===== src/sv/upd_top_placeholder_unused.sv =====
// holds no logic; the block's top level is url_path_decode_check_core
// no dependencies


===== src/sv/upd_pkg.sv =====
// shared types, constants and helper functions for the url path decoder
// no dependencies; imported by every module of the block

package upd_pkg;

    localparam int QUEUE_DEPTH = 4;

    localparam logic [7:0] CH_PERCENT = 8'h25;
    localparam logic [7:0] CH_PLUS    = 8'h2B;
    localparam logic [7:0] CH_SPACE   = 8'h20;
    localparam logic [7:0] CH_DOT     = 8'h2E;
    localparam logic [7:0] CH_SLASH   = 8'h2F;
    localparam logic [7:0] CH_ZERO    = 8'h30;
    localparam logic [7:0] CH_NINE    = 8'h39;
    localparam logic [7:0] CH_LC_A    = 8'h61;
    localparam logic [7:0] CH_LC_F    = 8'h66;
    localparam logic [7:0] CH_UC_A    = 8'h41;
    localparam logic [7:0] CH_UC_F    = 8'h46;

    localparam logic [3:0] SFX_LAST = 4'd9;

    typedef enum logic [2:0] {
        ESC_NONE = 3'b001,
        ESC_HI   = 3'b010,
        ESC_LO   = 3'b100
    } t_esc_phase;

    // one queued result; suffix asks the back end to append "index.html"
    typedef struct packed {
        logic [7:0] data;
        logic       status;
        logic       last;
        logic       suffix;
    } t_cmd;

    typedef struct packed {
        logic       ok;
        logic [3:0] nib;
    } t_hex;

    function automatic t_hex hex_value(input logic [7:0] c);
        t_hex r;
        r.ok  = 1'b1;
        r.nib = 4'd0;
        if (c >= CH_ZERO && c <= CH_NINE) begin
            r.nib = 4'(c - CH_ZERO);
        end else if (c >= CH_LC_A && c <= CH_LC_F) begin
            r.nib = 4'(c - CH_LC_A + 8'd10);
        end else if (c >= CH_UC_A && c <= CH_UC_F) begin
            r.nib = 4'(c - CH_UC_A + 8'd10);
        end else begin
            r.ok = 1'b0;
        end
        return r;
    endfunction

    // "index.html"
    function automatic logic [7:0] suffix_char(input logic [3:0] idx);
        logic [7:0] c;
        case (idx)
            4'd0:    c = 8'h69;
            4'd1:    c = 8'h6E;
            4'd2:    c = 8'h64;
            4'd3:    c = 8'h65;
            4'd4:    c = 8'h78;
            4'd5:    c = 8'h2E;
            4'd6:    c = 8'h68;
            4'd7:    c = 8'h74;
            4'd8:    c = 8'h6D;
            default: c = 8'h6C;
        endcase
        return c;
    endfunction

endpackage


===== src/sv/upd_front.sv =====
// front end: percent decoding, path checks and error discard per request byte
// depends on upd_pkg; feeds upd_queue with one command per result

module upd_front (
    input  logic          i_clk,
    input  logic          i_rst_n,
    input  logic          i_in_valid,
    input  logic [7:0]    i_data_byte,
    input  logic          i_end_of_target,
    input  logic          i_full,
    output logic          o_in_stall,
    output logic          o_push,
    output upd_pkg::t_cmd o_cmd
);
    import upd_pkg::*;

    t_esc_phase r_phase, n_phase;
    logic [3:0] r_hi, n_hi;
    logic       r_prev_dot, n_prev_dot;
    logic       r_started, n_started;
    logic       r_discard, n_discard;

    logic       acc;
    logic       emit;
    logic       fail;
    logic [7:0] dec;
    logic       do_push;
    t_cmd       cmd;
    t_hex       hx;

    assign acc        = i_in_valid && !i_full;
    assign o_in_stall = i_full;
    assign hx         = hex_value(i_data_byte);

    always_comb begin
        n_phase    = r_phase;
        n_hi       = r_hi;
        n_prev_dot = r_prev_dot;
        n_started  = r_started;
        n_discard  = r_discard;
        emit       = 1'b0;
        fail       = 1'b0;
        dec        = i_data_byte;
        do_push    = 1'b0;
        cmd        = '0;

        if (r_discard) begin
            if (i_end_of_target) begin
                n_discard = 1'b0;
            end
        end else begin
            case (r_phase)
                ESC_HI: begin
                    if (!hx.ok || i_end_of_target) begin
                        fail = 1'b1;
                    end else begin
                        n_hi    = hx.nib;
                        n_phase = ESC_LO;
                    end
                end
                ESC_LO: begin
                    n_phase = ESC_NONE;
                    if (!hx.ok) begin
                        fail = 1'b1;
                    end else begin
                        dec  = {r_hi, hx.nib};
                        emit = 1'b1;
                    end
                end
                default: begin
                    n_phase = ESC_NONE;
                    if (i_data_byte == CH_PERCENT) begin
                        if (i_end_of_target) begin
                            fail = 1'b1;
                        end else begin
                            n_phase = ESC_HI;
                        end
                    end else begin
                        dec  = (i_data_byte == CH_PLUS) ? CH_SPACE : i_data_byte;
                        emit = 1'b1;
                    end
                end
            endcase

            // path checks on the decoded byte
            if (emit) begin
                if ((!r_started && dec != CH_SLASH) || (dec == CH_DOT && r_prev_dot)) begin
                    fail = 1'b1;
                end else begin
                    n_started  = 1'b1;
                    n_prev_dot = (dec == CH_DOT);
                    do_push    = 1'b1;
                    cmd.data   = dec;
                    cmd.status = 1'b0;
                    cmd.suffix = i_end_of_target && (dec == CH_SLASH);
                    cmd.last   = i_end_of_target && (dec != CH_SLASH);
                    if (i_end_of_target) begin
                        n_phase    = ESC_NONE;
                        n_hi       = 4'd0;
                        n_prev_dot = 1'b0;
                        n_started  = 1'b0;
                    end
                end
            end

            if (fail) begin
                do_push    = 1'b1;
                cmd.data   = 8'd0;
                cmd.status = 1'b1;
                cmd.last   = 1'b1;
                cmd.suffix = 1'b0;
                n_phase    = ESC_NONE;
                n_hi       = 4'd0;
                n_prev_dot = 1'b0;
                n_started  = 1'b0;
                n_discard  = !i_end_of_target;
            end
        end
    end

    assign o_push = acc && do_push;
    assign o_cmd  = cmd;

    always_ff @(posedge i_clk) begin
        if (!i_rst_n) begin
            r_phase    <= ESC_NONE;
            r_hi       <= 4'd0;
            r_prev_dot <= 1'b0;
            r_started  <= 1'b0;
            r_discard  <= 1'b0;
        end else if (acc) begin
            r_phase    <= n_phase;
            r_hi       <= n_hi;
            r_prev_dot <= n_prev_dot;
            r_started  <= n_started;
            r_discard  <= n_discard;
        end
    end

endmodule


===== src/sv/upd_queue.sv =====
// short command queue between front and back end
// depends on upd_pkg for the command type

module upd_queue #(
    parameter int DEPTH = upd_pkg::QUEUE_DEPTH
) (
    input  logic          i_clk,
    input  logic          i_rst_n,
    input  logic          i_push,
    input  upd_pkg::t_cmd i_cmd,
    input  logic          i_pop,
    output upd_pkg::t_cmd o_head,
    output logic          o_empty,
    output logic          o_full
);
    import upd_pkg::*;

    localparam int PTR_W = (DEPTH > 1) ? $clog2(DEPTH) : 1;
    localparam int CNT_W = $clog2(DEPTH + 1);
    localparam logic [PTR_W-1:0] PTR_MAX = PTR_W'(DEPTH - 1);
    localparam logic [CNT_W-1:0] CNT_MAX = CNT_W'(DEPTH);

    t_cmd             r_mem [DEPTH];
    logic [PTR_W-1:0] r_wr_ptr;
    logic [PTR_W-1:0] r_rd_ptr;
    logic [CNT_W-1:0] r_count;

    assign o_head  = r_mem[r_rd_ptr];
    assign o_empty = (r_count == '0);
    assign o_full  = (r_count == CNT_MAX);

    always_ff @(posedge i_clk) begin
        if (i_push) begin
            r_mem[r_wr_ptr] <= i_cmd;
        end
    end

    always_ff @(posedge i_clk) begin
        if (!i_rst_n) begin
            r_wr_ptr <= '0;
            r_rd_ptr <= '0;
            r_count  <= '0;
        end else begin
            if (i_push) begin
                r_wr_ptr <= (r_wr_ptr == PTR_MAX) ? '0 : r_wr_ptr + 1'b1;
            end
            if (i_pop) begin
                r_rd_ptr <= (r_rd_ptr == PTR_MAX) ? '0 : r_rd_ptr + 1'b1;
            end
            if (i_push && !i_pop) begin
                r_count <= r_count + 1'b1;
            end else if (i_pop && !i_push) begin
                r_count <= r_count - 1'b1;
            end
        end
    end

    a_no_push_full: assert property (@(posedge i_clk) disable iff (!i_rst_n)
        o_full |-> !i_push)
        else $error("push into full queue");

    a_no_pop_empty: assert property (@(posedge i_clk) disable iff (!i_rst_n)
        o_empty |-> !i_pop)
        else $error("pop from empty queue");

    a_count_up: assert property (@(posedge i_clk) disable iff (!i_rst_n)
        (i_push && !i_pop) |=> (r_count == $past(r_count) + 1'b1))
        else $error("queue count lost a push");

endmodule


===== src/sv/upd_back.sv =====
// back end: drains queued commands into the output register, expands index suffix
// depends on upd_pkg for the command type and suffix table

module upd_back (
    input  logic          i_clk,
    input  logic          i_rst_n,
    input  upd_pkg::t_cmd i_head,
    input  logic          i_empty,
    output logic          o_pop,
    output logic          o_out_valid,
    input  logic          i_out_stall,
    output logic [7:0]    o_out_byte,
    output logic          o_status,
    output logic          o_last_of_path
);
    import upd_pkg::*;

    logic       r_out_valid;
    logic [7:0] r_out_byte;
    logic       r_out_status;
    logic       r_out_last;
    logic       r_sfx_active;
    logic [3:0] r_sfx_cnt;

    logic load;
    logic take_head;
    logic sfx_done;

    assign load      = !r_out_valid || !i_out_stall;
    assign take_head = load && !r_sfx_active && !i_empty;
    assign sfx_done  = load && r_sfx_active && (r_sfx_cnt == SFX_LAST);
    // the '/' command stays at the head until its suffix is out
    assign o_pop     = sfx_done || (take_head && !i_head.suffix);

    always_ff @(posedge i_clk) begin
        if (!i_rst_n) begin
            r_out_valid  <= 1'b0;
            r_sfx_active <= 1'b0;
            r_sfx_cnt    <= 4'd0;
        end else if (load) begin
            if (r_sfx_active) begin
                r_out_valid  <= 1'b1;
                r_sfx_cnt    <= r_sfx_cnt + 4'd1;
                r_sfx_active <= !sfx_done;
            end else if (!i_empty) begin
                r_out_valid  <= 1'b1;
                r_sfx_active <= i_head.suffix;
                r_sfx_cnt    <= 4'd0;
            end else begin
                r_out_valid  <= 1'b0;
            end
        end
    end

    always_ff @(posedge i_clk) begin
        if (load) begin
            if (r_sfx_active) begin
                r_out_byte   <= suffix_char(r_sfx_cnt);
                r_out_status <= 1'b0;
                r_out_last   <= (r_sfx_cnt == SFX_LAST);
            end else begin
                r_out_byte   <= i_head.data;
                r_out_status <= i_head.status;
                r_out_last   <= i_head.last;
            end
        end
    end

    assign o_out_valid    = r_out_valid;
    assign o_out_byte     = r_out_byte;
    assign o_status       = r_out_status;
    assign o_last_of_path = r_out_last;

    a_sfx_has_head: assert property (@(posedge i_clk) disable iff (!i_rst_n)
        r_sfx_active |-> !i_empty)
        else $error("suffix expansion without its command");

    a_sfx_cnt_range: assert property (@(posedge i_clk) disable iff (!i_rst_n)
        r_sfx_active |-> (r_sfx_cnt <= SFX_LAST))
        else $error("suffix counter out of range");

    a_sfx_ends_last: assert property (@(posedge i_clk) disable iff (!i_rst_n)
        sfx_done |=> (r_out_valid && r_out_last && !r_sfx_active))
        else $error("suffix did not end the path");

endmodule


===== src/sv/url_path_decode_check_core.sv =====
// top level of the url path decoder and checker
// depends on upd_pkg, upd_front, upd_queue, upd_back
//
//  channel | direction | handshake                   | payload
//  --------+-----------+-----------------------------+-------------------------------------
//  in      | input     | i_in_valid / o_in_stall     | i_data_byte, i_end_of_target
//  out     | output    | o_out_valid / i_out_stall   | o_out_byte, o_status, o_last_of_path
//
//  one request byte is taken per cycle while the queue is not full; a result passes through
//  the command queue and then the output register, and output stall can hold it in between
//  a path ending in '/' drains as 11 results from the back end, one per cycle while the output is not stalled;
//  the front keeps accepting until the QUEUE_DEPTH-entry command queue fills
//  reset is synchronous, active low, and clears decoder state, queue and output valid
//  input stall follows only the queue-full flag, never the output stall directly

module url_path_decode_check_core #(
    parameter int QUEUE_DEPTH = upd_pkg::QUEUE_DEPTH
) (
    input  logic       i_clk,
    input  logic       i_rst_n,
    input  logic       i_in_valid,
    output logic       o_in_stall,
    input  logic [7:0] i_data_byte,
    input  logic       i_end_of_target,
    output logic       o_out_valid,
    input  logic       i_out_stall,
    output logic [7:0] o_out_byte,
    output logic       o_status,
    output logic       o_last_of_path
);
    import upd_pkg::*;

    // front to queue
    logic push;
    t_cmd push_cmd;
    logic q_full;

    // queue to back
    t_cmd head;
    logic q_empty;
    logic pop;

    // decoder: escape phases, leading slash and double dot checks, error discard
    upd_front u_front (
        .i_clk           (i_clk),
        .i_rst_n         (i_rst_n),
        .i_in_valid      (i_in_valid),
        .i_data_byte     (i_data_byte),
        .i_end_of_target (i_end_of_target),
        .i_full          (q_full),
        .o_in_stall      (o_in_stall),
        .o_push          (push),
        .o_cmd           (push_cmd)
    );

    // command queue decouples decode from output back-pressure
    upd_queue #(
        .DEPTH (QUEUE_DEPTH)
    ) u_queue (
        .i_clk   (i_clk),
        .i_rst_n (i_rst_n),
        .i_push  (push),
        .i_cmd   (push_cmd),
        .i_pop   (pop),
        .o_head  (head),
        .o_empty (q_empty),
        .o_full  (q_full)
    );

    // back end: output register plus "index.html" expansion
    upd_back u_back (
        .i_clk          (i_clk),
        .i_rst_n        (i_rst_n),
        .i_head         (head),
        .i_empty        (q_empty),
        .o_pop          (pop),
        .o_out_valid    (o_out_valid),
        .i_out_stall    (i_out_stall),
        .o_out_byte     (o_out_byte),
        .o_status       (o_status),
        .o_last_of_path (o_last_of_path)
    );

endmodule


===== config.mk =====
export PLATFORM = sky130hd
export DESIGN_NAME = url_path_decode_check_core
export DESIGN_NICKNAME = d
export VERILOG_FILES = /design/src/sv/upd_top_placeholder_unused.sv /design/src/sv/upd_pkg.sv /design/src/sv/upd_front.sv /design/src/sv/upd_queue.sv /design/src/sv/upd_back.sv /design/src/sv/url_path_decode_check_core.sv
export SDC_FILE = /design/constraint.sdc
export NUM_CORES = 1
export LEC_CHECK = 0
export BUFFER_PORTS_ARGS = -buffer_cell sky130_fd_sc_hd__buf_2
export CAP_MARGIN = 10
export CORE_UTILIZATION = 40
export DETAILED_ROUTE_END_ITERATION = 7
export PLACE_DENSITY = 0.63
export SLEW_MARGIN = 0
export SYNTH_ARGS = -nofsm -noshare
export SYNTH_HDL_FRONTEND = slang
export SYNTH_SLANG_ARGS = --single-unit

===== constraint.sdc =====
create_clock -name i_clk -period 3.3 [get_ports i_clk]
set_input_delay 0.165 -clock i_clk [delete_from_list [all_inputs] [get_ports i_clk]]
set_output_delay 0.165 -clock i_clk [all_outputs]
set_load 0.03 [all_outputs]

==> metrics.yaml <==
total_power_mw: 3.13
synth_top_area_frac: 0.378
final_hold_viol_count: 0
hold_class: "in -> reg"
clock-sinks: 85
max-vdd-ir-drop_mv: 0.310
post-route-util: 0.471
fillers: 951
combPwrFrac: 0.303
synth_most_common_cell: "edfxtp_1"
r2r_end: "u_queue.r_mem[1][7]"
post-cts-setup-buffers: 0
synth-adder-area-share: 0.0514
drt_iter0_markers: 158
core_um2: 10400
instances_no_fill: 543
viasPerCell: 5.48
netlist_area_um2: 4290
switching_share: 0.329
clockBufferDepth: 2
start_util: 0.413
antenna_left: 0
max_cap_violations: 0
yosys.area_share.simple: 0.157
p_int_mw: 2.10
port_buffers: 24
wl_per_cell_um: 16.0
synth_ff_type: "edfxtp_1"
routabilityCongestion: 0.966
nets: 432
worstPathMaxFanout: 5
yosysWarnings: 0
synthMuxAreaShare: 0.0858
synthTopCellsByCount: "54 x edfxtp_1, 35 x nand2_1, 31 x dfxtp_1, 20 x nor2_1, 19 x a21oi_1"
ys_seq_elements: 85
setup_violations: 0
drive_gt1_frac: 0.258
regArea_um2: 2240
multiInputGateArea_um2: 1920
synth_top_area_cell: "edfxtp_1"
reg2reg_from: "u_front.r_phase[1]"
start_kind: "register"
slew-limit-headroom: 0.396
area_growth_pct: 14.1
grt_pass1_vias: 2980
regToRegSetupSlack_ns: 0.29
min_period_ns: 3.01
totalWireLength_um: 8700
post_synth.cell_area_avg_um2: 12.0
power_leakage_nw: 1.78
grt_max_degree: 19
power.net_switching_mw: 1.03
die-area_um2: 11100
startpoint: "u_front.r_phase[1]"
period_share: 0.913
ctsHoldBuffers: 0
clockRootBuffer: "clkbuf_8"
fp-row-count: 37
synth_compound_area_frac: 0.139
ios: 25
synth_cells: 357
worstSetupPathType: "reg -> reg"
numCtsBuffers: 9
setup_tns_ns: 0
report.final.slew_viol_count: 0
ys_top_cells_by_area: "edfxtp_1 38%, dfxtp_1 14%, mux4_2 5.8%"
grt-ovfl-total: 0
grt_antenna_before_repair: 0
power.share.clock: 0.225
h-tree-depth: 3
synthDistinctLibCells: 68
cts_tree: "built"
ys_seq_area_frac: 0.523
synth_edf_count: 54
rsz0062_at_grt: "false"
postSynthNetCount: 387
first_pass_iters: 4
grt_pass1_wl_um: 14700
worst_clock_skew_ns: 0.0153
crit_required_ns: 3.32
tightest_slew_ns: 0.884
dpl.cell_count: 527
dieHeight_um: 106
max_freq_mhz: 332
clkLatencyLatePin_ns: 0.35
power_frac_seq: 0.471
vias: 2974
hold_depth: 2
cp_data_arrival_time_ns: 3.03
grt_use_total: 0.171
worstHoldStart: "i_rst_n"
drc: 0
powerDensity_nw_per_um2: 641
outcome: "finished, final reports clean"
n_antenna_cell: 0
synthArstFlopShare: 0
end_kind: "register"
ctsResizeCount: 0
clk_pin_slew_ns: 0.08
r2r.worst_path.cells: 7
synth_top_family_by_area: "simple AND/OR/NAND/NOR gates"
fp.dieW_um: 106
synth_xor_area_frac: 0.0143
dp_hpwl_um: 6480
worstHoldEndpoint: "u_front.r_phase[0]"
[worst max-delay path: stages (launching register included)]
cell       delay (ns)
dfxtp_1          0.42
xnor2_1          0.14
o2111ai_1        0.46
nor4b_2          0.34
o22ai_1          0.13
or3_4            0.36
a2bb2oi_4        0.15
a2111oi_0        0.69
[how the worst max path moves through the flow]
stage | endpoint | cells past startpoint
4_1_cts | u_queue.r_count[2] | 10
5_1_grt | u_queue.r_mem[0][7] | 7
3_3_place_gp | u_queue.r_count[2] | 12
2_1_floorplan | u_queue.r_count[2] | 11
3_5_place_dp | u_queue.r_count[2] | 12
6_report | u_queue.r_mem[1][7] | 7
[registers in the layout, indices dropped and copies added, names as in the netlist, named ones only]
name,flops
u_front.r_prev_dot,1
u_back.r_sfx_active,1
u_front.r_started,1
u_back.o_out_valid,1
u_queue.r_count,3
u_queue.r_wr_ptr,2
u_back.o_status,1
u_front.r_discard,1
u_front.r_phase,3
u_front.r_hi,4
u_back.r_sfx_cnt,4
u_back.o_last_of_path,1
u_queue.r_rd_ptr,2
u_queue.r_mem,44
u_back.o_out_byte,8
[logic make-up after synthesis]
kind of cell    after synthesis
fa+ha+maj                    17
compound gates               75
xor+xnor                      7
buf+inv                      30
flops                        85
simple gates                121
mux                          22
[cell type report]
type                            instances  area share
Sequential cell                        85       0.459
Multi-Input combinational cell        242       0.392
Timing Repair Buffer                   48      0.0614
Tap cell                              136      0.0348
Clock buffer                           10      0.0305
Inverter                               16      0.0123
Clock inverter                          6      0.0102
[power by group through the flow]
| stage | Clock [mW] | Sequential, mW | Combinational [mW] |
|---|---|---|---|
| CTS | 0.727 | 1.48 | 0.967 |
| global placement | 0 | 1.50 | 0.942 |
| global route | 0.763 | 1.50 | 1.06 |
| detailed placement | 0 | 1.50 | 0.963 |
| finish | 0.706 | 1.48 | 0.951 |
| floorplan | 0 | 1.60 | 0.599 |
[cell usage in the layout (no fill, tap or decap), types with 4 or more instances in the layout]
master,count
a21oi_1,19
and2_1,10
and3_1,4
buf_2,24
buf_4,24
clkbuf_8,9
dfxtp_1,31
edfxtp_1,54
ha_1,16
inv_1,16
mux2_2,8
mux4_2,11
nand2_1,35
nand2b_1,5
nand3_1,7
nor2_1,20
nor2b_1,6
nor3_1,5
nor4_1,5
o211ai_1,6
o21ai_0,7
o22ai_1,4
or3_1,5
xnor2_1,5
[routing by layer]
metal / vias to the layer above / routed length, um / global-route usage
met5: - / 0 / 0
met4: 0 / 195 / 0.0665
met3: 22 / 419 / 0.0451
met2: 86 / 4200 / 0.292
met1: 1423 / 3890 / 0.205
li1: 1443 / - / -
[per-stage QoR]
stage          instance area, um2  hold slack (ns)  setup slack (ns)
4_1_cts                      4890            0.123             0.346
3_3_place_gp                 4690            0.482             0.129
5_1_grt                      4890            0.143            0.0534
3_5_place_dp                 4690            0.484            0.0729
2_1_floorplan                4290            0.364             0.374
6_report                     4890            0.141             0.286
(Power assumes the default switching activity.)
